==> src/sv/bba_pkg.sv <==
// shared types and constants of the buddy bitmap allocator
`default_nettype none
package bba_pkg;

    localparam int CMD_W   = 1;
    localparam int SIZE_W  = 32;
    localparam int BIDX_W  = 10;
    localparam int LV_W    = 4;
    localparam int MBS_W   = 21;
    localparam int OFF_W   = 29;
    localparam int TSIZE_W = SIZE_W + 1;
    localparam int HEADER_BYTES = 8;
    localparam int CFG_IDX_W = 1;

    typedef enum logic [CMD_W-1:0] {
        CMD_ALLOC = 1'b0,
        CMD_FREE  = 1'b1
    } cmd_t;

    typedef enum logic [2:0] {
        ST_OK          = 3'd0,
        ST_BAD_SIZE    = 3'd1,
        ST_TOO_LARGE   = 3'd2,
        ST_NO_BLOCK    = 3'd3,
        ST_DOUBLE_FREE = 3'd4,
        ST_BAD_INDEX   = 3'd5
    } status_t;

    typedef enum logic [CFG_IDX_W-1:0] {
        REG_TREE_LEVELS = 1'b0,
        REG_MIN_BUCKET  = 1'b1
    } cfg_reg_t;

    typedef enum logic [3:0] {
        FSM_CLEAR,
        FSM_IDLE,
        FSM_CHECK,
        FSM_LEVEL,
        FSM_SCAN_RD,
        FSM_SCAN_CHK,
        FSM_FREE_CHK,
        FSM_SUB,
        FSM_UP,
        FSM_MERGE_RD,
        FSM_MERGE_CHK,
        FSM_DONE
    } fsm_t;

    typedef struct packed {
        logic start;
        logic busy;
        logic done;
    } lvl_ctl_t;

endpackage
`default_nettype wire

==> src/sv/bba_req_if.sv <==
// request channel of the buddy bitmap allocator
`default_nettype none
interface bba_req_if;
    import bba_pkg::*;

    logic                      valid;
    logic                      ready;
    logic                      command;
    logic signed [SIZE_W-1:0]  request_size;
    logic [BIDX_W-1:0]         block_index;

    modport source (output valid, command, request_size, block_index, input ready);
    modport sink (input valid, command, request_size, block_index, output ready);
endinterface
`default_nettype wire

==> src/sv/bba_rsp_if.sv <==
// response channel of the buddy bitmap allocator
`default_nettype none
interface bba_rsp_if;
    import bba_pkg::*;

    logic               valid;
    logic               ready;
    logic [2:0]         status;
    logic [BIDX_W-1:0]  node_index;
    logic [LV_W-1:0]    node_level;
    logic [OFF_W-1:0]   block_offset;

    modport source (output valid, status, node_index, node_level, block_offset, input ready);
    modport sink (input valid, status, node_index, node_level, block_offset, output ready);
endinterface
`default_nettype wire

==> src/sv/buddy_bitmap_allocator_unit.sv <==
// top level of the buddy bitmap allocator: sequencer, configuration and result register
//
//  channel | dir | handshake     | payload
//  req     | in  | valid/ready   | command, request_size, block_index
//  rsp     | out | valid/ready   | status, node_index, node_level, block_offset
//  cfg     | in  | cfg_wr_en     | cfg_index, cfg_wdata
//
// one word at a time; ready only while the sequencer is idle
// per word the sequencer scans nodes, writes the subtree and walks up or merges the levels;
// its pace is bound by the single busy bit memory
// after reset a clearing pass writes all 2**LEVEL_LIMIT-1 busy bits before the first word is taken
// a waiting result does not block the next request; a result is held while rsp is stalled
`default_nettype none
module buddy_bitmap_allocator_unit #(
    parameter int LEVEL_LIMIT = 10
) (
    input  wire logic                              clk,
    input  wire logic                              rst_n,
    bba_req_if.sink                                req,
    bba_rsp_if.source                              rsp,
    input  wire logic                              cfg_wr_en,
    input  wire logic [bba_pkg::CFG_IDX_W-1:0]     cfg_index,
    input  wire logic [bba_pkg::MBS_W-1:0]         cfg_wdata
);
    import bba_pkg::*;

    localparam int IDX_W = LEVEL_LIMIT;
    localparam int NW    = IDX_W + 1;
    localparam int DEPTH = (2 ** LEVEL_LIMIT) - 1;
    localparam int TOT_W = MBS_W + LEVEL_LIMIT - 1;
    localparam int CMP_W = ((TOT_W > TSIZE_W) ? TOT_W : TSIZE_W) + 1;
    localparam int CW    = (NW > BIDX_W) ? NW : BIDX_W;

    fsm_t                   state_reg, state_next;
    logic [LV_W-1:0]        tree_levels_reg;
    logic [MBS_W-1:0]       mbs_reg;
    cmd_t                   cmd_reg;
    logic [SIZE_W-1:0]      size_reg;
    logic [BIDX_W-1:0]      bidx_reg;
    logic [IDX_W-1:0]       cur_reg, cur_next;
    logic [IDX_W-1:0]       lo_reg, lo_next;
    logic [IDX_W-1:0]       hi_reg, hi_next;
    logic [IDX_W-1:0]       node_reg, node_next;
    logic [IDX_W-1:0]       hit_reg, hit_next;
    logic [IDX_W-1:0]       first_reg, first_next;
    logic [LV_W-1:0]        lvl_reg, lvl_next;
    logic                   val_reg, val_next;
    status_t                status_reg, status_next;
    logic                   out_valid_reg;
    logic [2:0]             out_status_reg;
    logic [BIDX_W-1:0]      out_idx_reg;
    logic [LV_W-1:0]        out_lvl_reg;
    logic [OFF_W-1:0]       out_off_reg;

    logic [LV_W-1:0]        lv;
    logic [NW-1:0]          nodes;
    logic [TOT_W-1:0]       total;
    logic [TSIZE_W-1:0]     tsize;
    logic                   mem_we, mem_wdata, mem_rdata;
    logic [IDX_W-1:0]       mem_waddr, mem_raddr;
    logic                   lvl_start;
    logic                   lvl_done;
    logic [LV_W-1:0]        lvl_level;
    logic [NW-1:0]          nlo;
    logic [IDX_W-1:0]       parent;
    logic [IDX_W-1:0]       buddy;
    logic                   load_out;
    logic                   ok;
    logic [IDX_W-1:0]       pos;
    logic [IDX_W-1:0]       scaled;
    logic [IDX_W+MBS_W-1:0] prod;

    assign lv    = (tree_levels_reg > LV_W'(LEVEL_LIMIT - 1)) ?
                   LV_W'(LEVEL_LIMIT - 1) : tree_levels_reg;
    assign nodes = (NW'(1) << (lv + LV_W'(1))) - NW'(1);
    assign total = TOT_W'(mbs_reg) << lv;
    assign tsize = TSIZE_W'(size_reg) + TSIZE_W'(HEADER_BYTES);
    assign nlo    = {lo_reg, 1'b1};
    assign parent = IDX_W'((node_reg - IDX_W'(1)) >> 1);
    assign buddy  = node_reg[0] ? (node_reg + IDX_W'(1)) : (node_reg - IDX_W'(1));

    bba_mem #(
        .DEPTH (DEPTH),
        .AW    (IDX_W)
    ) u_mem (
        .clk   (clk),
        .we    (mem_we),
        .waddr (mem_waddr),
        .wdata (mem_wdata),
        .raddr (mem_raddr),
        .rdata (mem_rdata)
    );

    bba_lvl #(
        .LEVEL_LIMIT (LEVEL_LIMIT)
    ) u_lvl (
        .clk     (clk),
        .rst_n   (rst_n),
        .start   (lvl_start),
        .size_in (tsize),
        .total   (total),
        .cap     (lv),
        .done    (lvl_done),
        .level   (lvl_level)
    );

    always_ff @(posedge clk or negedge rst_n)
    begin
        if (!rst_n)
        begin
            tree_levels_reg <= LV_W'(4);
            mbs_reg         <= MBS_W'(16);
        end
        else if (cfg_wr_en)
        begin
            unique case (cfg_index)
                REG_TREE_LEVELS: tree_levels_reg <= cfg_wdata[LV_W-1:0];
                REG_MIN_BUCKET:  mbs_reg         <= cfg_wdata;
                default:         ;
            endcase
        end
    end

    always_ff @(posedge clk or negedge rst_n)
    begin
        if (!rst_n)
        begin
            state_reg  <= FSM_CLEAR;
            cur_reg    <= '0;
            lo_reg     <= '0;
            hi_reg     <= '0;
            node_reg   <= '0;
            hit_reg    <= '0;
            first_reg  <= '0;
            lvl_reg    <= '0;
            val_reg    <= 1'b0;
            status_reg <= ST_OK;
        end
        else
        begin
            state_reg  <= state_next;
            cur_reg    <= cur_next;
            lo_reg     <= lo_next;
            hi_reg     <= hi_next;
            node_reg   <= node_next;
            hit_reg    <= hit_next;
            first_reg  <= first_next;
            lvl_reg    <= lvl_next;
            val_reg    <= val_next;
            status_reg <= status_next;
        end
    end

    always_ff @(posedge clk)
    begin
        if (req.valid && req.ready)
        begin
            cmd_reg  <= cmd_t'(req.command);
            size_reg <= req.request_size;
            bidx_reg <= req.block_index;
        end
    end

    always_comb
    begin
        state_next    = state_reg;
        cur_next      = cur_reg;
        lo_next       = lo_reg;
        hi_next       = hi_reg;
        node_next     = node_reg;
        hit_next      = hit_reg;
        first_next    = first_reg;
        lvl_next      = lvl_reg;
        val_next      = val_reg;
        status_next   = status_reg;
        mem_we        = 1'b0;
        mem_waddr     = cur_reg;
        mem_wdata     = 1'b0;
        mem_raddr     = cur_reg;
        lvl_start     = 1'b0;
        req.ready     = 1'b0;
        load_out      = 1'b0;
        unique case (state_reg)
            FSM_CLEAR:
            begin
                mem_we = 1'b1;
                if (cur_reg == IDX_W'(DEPTH - 1))
                begin
                    state_next = FSM_IDLE;
                end
                else
                begin
                    cur_next = cur_reg + IDX_W'(1);
                end
            end
            FSM_IDLE:
            begin
                req.ready = 1'b1;
                if (req.valid)
                begin
                    state_next = FSM_CHECK;
                end
            end
            FSM_CHECK:
            begin
                status_next = ST_OK;
                if (cmd_reg == CMD_ALLOC)
                begin
                    if (size_reg[SIZE_W-1] || (size_reg == '0))
                    begin
                        status_next = ST_BAD_SIZE;
                        state_next  = FSM_DONE;
                    end
                    else if (CMP_W'(tsize) > CMP_W'(total))
                    begin
                        status_next = ST_TOO_LARGE;
                        state_next  = FSM_DONE;
                    end
                    else
                    begin
                        lvl_start  = 1'b1;
                        state_next = FSM_LEVEL;
                    end
                end
                else if (CW'(bidx_reg) >= CW'(nodes))
                begin
                    status_next = ST_BAD_INDEX;
                    state_next  = FSM_DONE;
                end
                else
                begin
                    mem_raddr  = IDX_W'(bidx_reg);
                    cur_next   = IDX_W'(bidx_reg);
                    state_next = FSM_FREE_CHK;
                end
            end
            FSM_LEVEL:
            begin
                if (lvl_done)
                begin
                    lvl_next   = lvl_level;
                    first_next = (IDX_W'(1) << lvl_level) - IDX_W'(1);
                    cur_next   = (IDX_W'(1) << lvl_level) - IDX_W'(1);
                    state_next = FSM_SCAN_RD;
                end
            end
            FSM_SCAN_RD:
            begin
                state_next = FSM_SCAN_CHK;
            end
            FSM_SCAN_CHK:
            begin
                if (!mem_rdata)
                begin
                    hit_next   = cur_reg;
                    node_next  = cur_reg;
                    lo_next    = cur_reg;
                    hi_next    = cur_reg;
                    val_next   = 1'b1;
                    state_next = FSM_SUB;
                end
                else if (cur_reg == {first_reg[IDX_W-2:0], 1'b0})
                begin
                    status_next = ST_NO_BLOCK;
                    state_next  = FSM_DONE;
                end
                else
                begin
                    cur_next   = cur_reg + IDX_W'(1);
                    state_next = FSM_SCAN_RD;
                end
            end
            FSM_FREE_CHK:
            begin
                if (!mem_rdata)
                begin
                    status_next = ST_DOUBLE_FREE;
                    state_next  = FSM_DONE;
                end
                else
                begin
                    node_next  = cur_reg;
                    lo_next    = cur_reg;
                    hi_next    = cur_reg;
                    val_next   = 1'b0;
                    state_next = FSM_SUB;
                end
            end
            FSM_SUB:
            begin
                mem_we    = 1'b1;
                mem_wdata = val_reg;
                if (cur_reg != hi_reg)
                begin
                    cur_next = cur_reg + IDX_W'(1);
                end
                else if (nlo < nodes)
                begin
                    lo_next  = IDX_W'(nlo);
                    cur_next = IDX_W'(nlo);
                    hi_next  = IDX_W'({hi_reg, 1'b0} + NW'(2));
                end
                else if (node_reg == '0)
                begin
                    state_next = FSM_DONE;
                end
                else if (cmd_reg == CMD_ALLOC)
                begin
                    state_next = FSM_UP;
                end
                else
                begin
                    state_next = FSM_MERGE_RD;
                end
            end
            FSM_UP:
            begin
                mem_we    = 1'b1;
                mem_waddr = parent;
                mem_wdata = 1'b1;
                node_next = parent;
                if (parent == '0)
                begin
                    state_next = FSM_DONE;
                end
            end
            FSM_MERGE_RD:
            begin
                mem_raddr  = buddy;
                state_next = FSM_MERGE_CHK;
            end
            FSM_MERGE_CHK:
            begin
                if (mem_rdata)
                begin
                    state_next = FSM_DONE;
                end
                else
                begin
                    mem_we    = 1'b1;
                    mem_waddr = parent;
                    mem_wdata = 1'b0;
                    node_next = parent;
                    state_next = (parent == '0) ? FSM_DONE : FSM_MERGE_RD;
                end
            end
            FSM_DONE:
            begin
                if (!out_valid_reg || rsp.ready)
                begin
                    load_out   = 1'b1;
                    state_next = FSM_IDLE;
                end
            end
            default:
            begin
                state_next = FSM_IDLE;
            end
        endcase
    end

    assign ok     = (status_reg == ST_OK) && (cmd_reg == CMD_ALLOC);
    assign pos    = hit_reg - first_reg;
    assign scaled = pos << (lv - lvl_reg);
    assign prod   = (IDX_W + MBS_W)'(scaled) * (IDX_W + MBS_W)'(mbs_reg);

    always_ff @(posedge clk or negedge rst_n)
    begin
        if (!rst_n)
        begin
            out_valid_reg <= 1'b0;
        end
        else if (load_out)
        begin
            out_valid_reg <= 1'b1;
        end
        else if (rsp.ready)
        begin
            out_valid_reg <= 1'b0;
        end
    end

    always_ff @(posedge clk)
    begin
        if (load_out)
        begin
            out_status_reg <= status_reg;
            out_idx_reg    <= ok ? BIDX_W'(hit_reg) : '0;
            out_lvl_reg    <= ok ? lvl_reg : '0;
            out_off_reg    <= ok ? OFF_W'(prod) : '0;
        end
    end

    assign rsp.valid        = out_valid_reg;
    assign rsp.status       = out_status_reg;
    assign rsp.node_index   = out_idx_reg;
    assign rsp.node_level   = out_lvl_reg;
    assign rsp.block_offset = out_off_reg;
endmodule
`default_nettype wire

==> src/sv/bba_mem.sv <==
// busy bit memory, one write and one registered read port
`default_nettype none
module bba_mem #(
    parameter int DEPTH = 1023,
    parameter int AW    = 10
) (
    input  wire logic          clk,
    input  wire logic          we,
    input  wire logic [AW-1:0] waddr,
    input  wire logic          wdata,
    input  wire logic [AW-1:0] raddr,
    output logic               rdata
);
    logic mem [DEPTH];

    always_ff @(posedge clk)
    begin
        if (we)
        begin
            mem[waddr] <= wdata;
        end
        rdata <= mem[raddr];
    end
endmodule
`default_nettype wire

==> src/sv/bba_lvl.sv <==
// iterative shift and compare unit finding the allocation level
`default_nettype none
module bba_lvl #(
    parameter int LEVEL_LIMIT = 10
) (
    input  wire logic                            clk,
    input  wire logic                            rst_n,
    input  wire logic                            start,
    input  wire logic [bba_pkg::TSIZE_W-1:0]     size_in,
    input  wire logic [bba_pkg::MBS_W+LEVEL_LIMIT-2:0] total,
    input  wire logic [bba_pkg::LV_W-1:0]        cap,
    output logic                                 done,
    output logic [bba_pkg::LV_W-1:0]             level
);
    import bba_pkg::*;

    localparam int TOT_W = MBS_W + LEVEL_LIMIT - 1;
    localparam int CMP_W = ((TOT_W > TSIZE_W) ? TOT_W : TSIZE_W) + 1;

    logic             run_reg;
    logic [CMP_W-1:0] sh_reg;
    logic [LV_W-1:0]  k_reg;
    logic [CMP_W-1:0] dbl;
    logic             grow;

    assign dbl  = {sh_reg[CMP_W-2:0], 1'b0};
    assign grow = (k_reg < cap) && (dbl <= CMP_W'(total));

    always_ff @(posedge clk or negedge rst_n)
    begin
        if (!rst_n)
        begin
            run_reg <= 1'b0;
            k_reg   <= '0;
        end
        else if (start)
        begin
            run_reg <= 1'b1;
            k_reg   <= '0;
        end
        else if (run_reg)
        begin
            if (grow)
            begin
                k_reg <= k_reg + LV_W'(1);
            end
            else
            begin
                run_reg <= 1'b0;
            end
        end
    end

    always_ff @(posedge clk)
    begin
        if (start)
        begin
            sh_reg <= CMP_W'(size_in);
        end
        else if (run_reg && grow)
        begin
            sh_reg <= dbl;
        end
    end

    assign done  = run_reg && !grow;
    assign level = k_reg;
endmodule
`default_nettype wire

==> src/flat_wrapper.sv <==
// flat-port wrapper written by rule: the top's interface ports become plain ports
module buddy_bitmap_allocator_unit_flat import bba_pkg::*;
#(
    parameter int LEVEL_LIMIT = 10
)
  (clk, rst_n, cfg_wr_en, cfg_index, cfg_wdata, req_valid, req_command, req_request_size, req_block_index, req_ready, rsp_valid, rsp_status, rsp_node_index, rsp_node_level, rsp_block_offset, rsp_ready);
  bba_req_if req_i ();
  bba_rsp_if rsp_i ();
  input  wire logic clk;
  input  wire logic rst_n;
  input  wire logic cfg_wr_en;
  input  wire logic [bba_pkg::CFG_IDX_W-1:0] cfg_index;
  input  wire logic [bba_pkg::MBS_W-1:0] cfg_wdata;
  input wire logic [$bits(req_i.valid)-1:0] req_valid;
  input wire logic [$bits(req_i.command)-1:0] req_command;
  input wire logic [$bits(req_i.request_size)-1:0] req_request_size;
  input wire logic [$bits(req_i.block_index)-1:0] req_block_index;
  output wire logic [$bits(req_i.ready)-1:0] req_ready;
  output wire logic [$bits(rsp_i.valid)-1:0] rsp_valid;
  output wire logic [$bits(rsp_i.status)-1:0] rsp_status;
  output wire logic [$bits(rsp_i.node_index)-1:0] rsp_node_index;
  output wire logic [$bits(rsp_i.node_level)-1:0] rsp_node_level;
  output wire logic [$bits(rsp_i.block_offset)-1:0] rsp_block_offset;
  input wire logic [$bits(rsp_i.ready)-1:0] rsp_ready;
  assign req_i.valid = req_valid;
  assign req_i.command = req_command;
  assign req_i.request_size = req_request_size;
  assign req_i.block_index = req_block_index;
  assign req_ready = req_i.ready;
  assign rsp_valid = rsp_i.valid;
  assign rsp_status = rsp_i.status;
  assign rsp_node_index = rsp_i.node_index;
  assign rsp_node_level = rsp_i.node_level;
  assign rsp_block_offset = rsp_i.block_offset;
  assign rsp_i.ready = rsp_ready;
  buddy_bitmap_allocator_unit #(.LEVEL_LIMIT(LEVEL_LIMIT)) u_core (.clk(clk), .rst_n(rst_n), .req(req_i), .rsp(rsp_i), .cfg_wr_en(cfg_wr_en), .cfg_index(cfg_index), .cfg_wdata(cfg_wdata));
endmodule
==> config.mk <==
export PLATFORM = sky130hd
export DESIGN_NAME = buddy_bitmap_allocator_unit_flat
export DESIGN_NICKNAME = d
export VERILOG_FILES = /design/src/sv/bba_pkg.sv /design/src/sv/bba_req_if.sv /design/src/sv/bba_rsp_if.sv /design/src/sv/buddy_bitmap_allocator_unit.sv /design/src/sv/bba_mem.sv /design/src/sv/bba_lvl.sv /design/src/flat_wrapper.sv
export SDC_FILE = /design/constraint.sdc
export NUM_CORES = 2
export LEC_CHECK = 0
export CAP_MARGIN = 20
export CORE_ASPECT_RATIO = 0.75
export CORE_MARGIN = 2
export CORE_UTILIZATION = 40
export CTS_CLUSTER_DIAMETER = 120
export DETAILED_ROUTE_END_ITERATION = 8
export DONT_BUFFER_PORTS = 1
export GPL_TIMING_DRIVEN = 1
export PLACE_DENSITY = 0.51
export SLEW_MARGIN = 0
export SYNTH_ARGS = -nofsm -noshare
export SYNTH_HDL_FRONTEND = slang
export SYNTH_SLANG_ARGS = --single-unit
==> constraint.sdc <==
create_clock -name clk -period 129.6 [get_ports clk]
set_input_delay 25.92 -clock clk [delete_from_list [all_inputs] [get_ports clk]]
set_output_delay 25.92 -clock clk [all_outputs]
set_load 0.05 [all_outputs]
# After elaboration in Yosys (flattened, before gate mapping)
# Memory sizes are Yosys's and may differ from the RTL's. A register that Yosys moved wholly into a read port is not among the register bits.
# Cells that the tools add are included.
[word_totals]
reg_bits = 225
ram_bits = 1023
inputBits = 70
output_inout_bits = 48
word_cells = 190
n_memories = 1
[op_classes]
n_addsub = 11
n_mul = 1
n_lt_le_gt_ge = 6
eq_ne = 31
shifts = 4
n_mux = 75
bitwise_logic = 3
reduce_logical = 35
[mem_list]
columns = ["name", "words", "width", "rd", "rd_clocked_by_memory_dff", "wr", "line", "text"]
rows = [
  ["u_core.u_mem.mem", 1023, 1, 1, 1, 1, "bba_mem.sv:14", "logic mem [DEPTH];"],
]
[op_table]
columns = ["op", "n"]
rows = [
  ["$mux 10", 16],
  ["$mux 4", 20],
  ["$mux 33", 2],
  ["$pmux 10 s3", 2],
  ["$pmux 10 s5", 1],
  ["$pmux 4 s12", 1],
  ["$pmux 10 s2", 2],
  ["$pmux 10 s4", 1],
  ["$le 34x30->1", 1],
  ["$add 32x4->33 const B", 1],
  ["$gt 33x30->1", 1],
  ["$logic_not 32->1", 1],
  ["$shl 21x4->30", 1],
  ["$mul 10x21->29", 1],
  ["$add 10x1->10 const B", 2],
  ["$logic_not 10->1", 2],
  ["$ne 2x2->1 const B", 10],
  ["$mux 1", 18],
  ["$mux 3", 6],
  ["$eq 4x3->1 const B", 4],
  ["$eq 4x4->1 const B", 4],
  ["$ne 2x1->1 const B", 6],
  ["$ge 10x11->1", 1],
  ["$lt 11x11->1", 1],
  ["other kinds (38)", 61],
]

# Depth between registers and ports, before layout
[logic_depth]
word_depth = 10
depth_mapped = 39
mapped_depth_nobuf = 36

# Modules after synthesis
# A second synthesis with hierarchy kept.
[hier_totals]
cells_unflattened = 5498
area_unflattened_um2 = 66349.9
[modules_own_cells]
columns = ["module", "n_inst", "cells_each", "area_per_inst_um2", "seq_area_each_um2"]
rows = [
  ["bba_mem", 1, 3119, 44521.4, 30739.5],
  ["buddy_bitmap_allocator_unit", 1, 2167, 19356.1, 5127.4],
  ["bba_lvl", 1, 212, 2472.4, 1116.1],
]

# Least setup slack after synthesis
# No wires, ideal clock.
[synth_path]
path_kind = "reg2reg"
from = "register u_core.state_reg[2]"
to = "memory u_core.u_mem.mem[0], data pin"
setup_time_ps = 8120
arrival_ps = 40248
required_time_ps = 121480
path_slack_ps = 81232
path_stages_with_launch = 4
n_path_buf = 1
period_less_slack_ps = 48368
path_cell_list = "dfrtp_1 > clkbuf_1 > nand2b_1 > o21ai_0"
[synth_between]
elab_chain_len = 2
word_cells_on_any_way = 3
classes_between = "eq/ne (2); mux (1)"
[synth_lines]
columns = ["element", "line", "text"]
rows = [
  ["start: declaration", "buddy_bitmap_allocator_unit.sv:34", "fsm_t state_reg, state_next;"],
  ["start signal: assignment", "buddy_bitmap_allocator_unit.sv:141", "state_reg <= state_next;"],
  ["$eq 4x4->1 / $eq 4x3->1 (equally long branches)", "buddy_bitmap_allocator_unit.sv:183", "unique case (state_reg)"],
  ["$pmux 1 s2 *", "buddy_bitmap_allocator_unit.sv:183", ""],
  ["named net u_core.mem_wdata", "buddy_bitmap_allocator_unit.sv:59", "logic mem_we, mem_wdata, mem_rdata;"],
  ["end: declaration", "bba_mem.sv:14", ""],
]
# Mark *: on every way through the listed nets, which the timed path passes. The rest lies on a longest branch.

# Worst setup path after layout
[layout_path]
from = "register u_core.state_reg[0]"
to = "output req_ready"
[layout_between]
elab_chain_len = 2
[layout_lines]
columns = ["element", "line", "text"]
rows = [
  ["$eq 4x1->1", "buddy_bitmap_allocator_unit.sv:183", ""],
  ["$mux 1", "buddy_bitmap_allocator_unit.sv:183", ""],
  ["end: declaration", "flat_wrapper.sv:18", "output wire logic [$bits(req_i.ready)-1:0] req_ready;"],
]
# Every way passes these cells.

==> impl_metrics.toml <==
[routing]
antenna_left = 0
via_count = 48800
routed_via_density = 5.71
number_of_drc_violations_after_detailed_routing_iteration_0 = 6107
avgRoutedWirePerCell_um = 25.7
drc = 0
drt-pass1-iter-count = 6
total_length_of_routed_wires_mm = 219

[timing]
rsz0062_at_grt = "false"
timing.clock.skew_ps = 22.8
fin_hold_ws_ps = 500
achievable-frequency_mhz = 35.2
hold_violations = 0
worst-slew-pin-transition_ps = 1130
fin_crit_ps = 28410
timing.slew.headroom_pct = 24.5
timing.final.setup_violations = 0
accumulated_negative_setup_slack_ps = 0
timing.final.crit_share_pct = 21.9
final_max_slew_viol_count = 0

[floorplanning]
die_w_um = 475
die_height_um = 357
num_rows = 129
core_area_sq_um = 165000
initial_cell_density_of_the_core_pct = 40.3
die-area_sq_um = 170000
top_level_pins = 118

[cells_and_area]
syn_to_final_growth_pct = 10.1
post-route-cell-area_sq_um = 73300
layout-drive-gt1-share_pct = 7.92
largest_register_ff_count = 1023
final_net_count = 6592

[synthesis]
avgSynthCellArea_sq_um = 10.4
syn-cell-area_sq_um = 66600
synth.most_common_cell = "sky130_fd_sc_hd__nor2_1"
seq_area_frac_synth_pct = 55.6
synth-edff-count = 1145
synth_flop_type = "sky130_fd_sc_hd__edfxtp_1"
count_of_mapped_cells_out_of_synthesis = 6419
yosys.area.top_type_share_pct = 51.6
synth.ff_latch_count = 1249
synth_async_sr_flop_share_pct = 8.25
synth.distinct_cells = 95
ys_top_cells_by_count = "1,214 x sky130_fd_sc_hd__nor2_1, 1,145 x sky130_fd_sc_hd__edfxtp_1, 1,133 x sky130_fd_sc_hd__nand2_1, 298 x sky130_fd_sc_hd__nand3_1, 261 x sky130_fd_sc_hd__clkbuf_1"
synth.yosys.warnings = 0
leading_post_synthesis_cells_by_cell_area = "sky130_fd_sc_hd__edfxtp_1 52%, sky130_fd_sc_hd__nor2_1 6.8%, sky130_fd_sc_hd__nand2_1 6.4%, sky130_fd_sc_hd__fa_1 4.5%, sky130_fd_sc_hd__dfrtp_1 3.8%"
yosysTopAreaCell = "sky130_fd_sc_hd__edfxtp_1"

[grt]
grt-ovfl-total = 0
grt_first_pass_wirelength_mm = 319
track_usage_pct = 25.5
via_count_of_the_first_global_routing_pass = 45500
grt_max_degree = 252
antenna_found_initial = 7

[cts]
clock_pin_slew_reported_for_the_worst_setup_and_hold_paths_after_clock_tree_synthesis_ps = 60
h-tree-depth = 4
clock_tree.buffer_depth = 3
insertion_delay_ps = 790
post-cts-setup-buffer-count = 0
post_cts.resized_instances = 0
quantity_of_hold_fixing_buffers_added_after_cts = 0
clock-root-buffer = "sky130_fd_sc_hd__clkbuf_16"
tritoncts_num_sinks = 1249
cts_buffers = 131
cts_tree = "yes"

[min_path]
timing.hold.worst_endpoint = "u_core.val_reg"
worst_hold_startpoint = "u_core.val_reg"
min_path_cells = 2
timing.hold.worst.class = "reg -> reg"

[pwr]
power_density_nw_per_um2 = 12.1
power.total_uw = 885
power.static_leakage_uw = 0.0248
vdd_ir_drop_max_mv = 0.0145

[worst_setup_path]
timing.critical_path.fanout_max = 17
crit-reg2reg-launch = "u_core.tree_levels_reg[2]"
endpoint_kind = "output pin"
worst_r2r_endpoint = "u_core.rsp.block_offset[27]"
critPathArrivalTime_ps = 2490
worst_ep_required_time_ps = 103680
crit_path_start_kind = "register"
regToRegSetupSlack_ps = 119060
criticalPathCategory = "reg -> out"
crit_start = "u_core.state_reg[0]"
worst_r2r_path_depth = 27

[placement]
placement.io_buffers = 0
gpl.final_weighted_congestion = 0.892
placedInstanceArea_sq_um = 68500
place.detailed.hpwl_mm = 126

[run_status]
status = "complete, no violations"

[flow_run]
drv.max_cap_violation_count = 0
==> layout by cell type (no fill, tap or decap), drive strengths merged, types with 11 or more instances in the layout <==
cell,instances
nand2b,20
ha,165
and3,58
o211ai,28
nor3,31
nor2,1220
xnor2,70
a31oi,118
and2,123
nand2,1133
nor2b,31
nor4,34
a21o,47
a22oi,17
a211oi,19
mux2,81
a32oi,50
xor2,50
nand4,70
fa,151
mux2i,162
inv,220
nor3b,11
o21ai,109
o21a,13
edfxtp,1145
clkinv,62
o211a,11
a21oi,166
buf,141
clkbuf,167
a311oi,12
dfrtp,101
nand3,298
==> worst max-delay path: stages, from the launching register on <==
cell	delay [ps]
sky130_fd_sc_hd__dfrtp_1	690
sky130_fd_sc_hd__nand2b_1	240
sky130_fd_sc_hd__nor3_2	770
==> worst max-delay path by stage <==
| stage | endpoint | slack, ps | cells after the start |
|---|---|---|---|
| after floorplan | u_core.u_mem.mem[0] | 81230 | 3 |
| final | req_ready | 101190 | 2 |
| after global placement | u_core.state_reg[1] | 101990 | 7 |
| after CTS | req_ready | 101140 | 2 |
| after global routing | req_ready | 101090 | 2 |
| after detailed placement | req_ready | 102000 | 2 |
==> where the power goes <==
group	internal [uW]	switching, uW	total (uW)
registers	435	5.76	441
clock network	205	170	375
logic	26.4	42.7	69.2
==> cells by family after synthesis <==
kind of cell | Yosys count | synth area share [%]
and+or+nand+nor | 3059 | 19.4
DFF | 1249 | 55.6
AOI/OAI and AO/OA | 723 | 7.39
buffers and inverters | 706 | 4.50
adders and majority gates | 316 | 7.64
muxes | 245 | 3.89
xor gates and xnor gates | 120 | 1.58
other | 1 | 0.00563
==> cell type report <==
| type | count | area, sq um |
|---|---|---|
| inverter | 216 | 811 |
| sequential | 1249 | 37000 |
| timing repair buffer | 143 | 1690 |
| multi-input combinational | 4465 | 26900 |
| tap | 2227 | 2790 |
| clock inverter | 74 | 676 |
| clock buffer | 165 | 3480 |
| antenna | 1 | 2.50 |
| fill | 15700 | 91800 |
==> metal layers <==
metal	wire length [um]	up-vias	GRT usage, %
met5	10	-	0
met3	19900	241	5.05
met1	103000	24700	39.6
met2	92700	2010	36.5
met4	4020	2	5.41
li1	-	21800	-
==> metrics by stage <==
step           setup WS [ps]  utilization, %  std cells
2_1_floorplan          81230               -       6420
3_3_place_gp          101990            41.4       8263
3_5_place_dp          102000            41.5       8270
4_1_cts               101140            44.0       8509
5_1_grt               101090            44.4       8539
6_report              101190            44.4       8540
(Power assumes the default switching activity.)
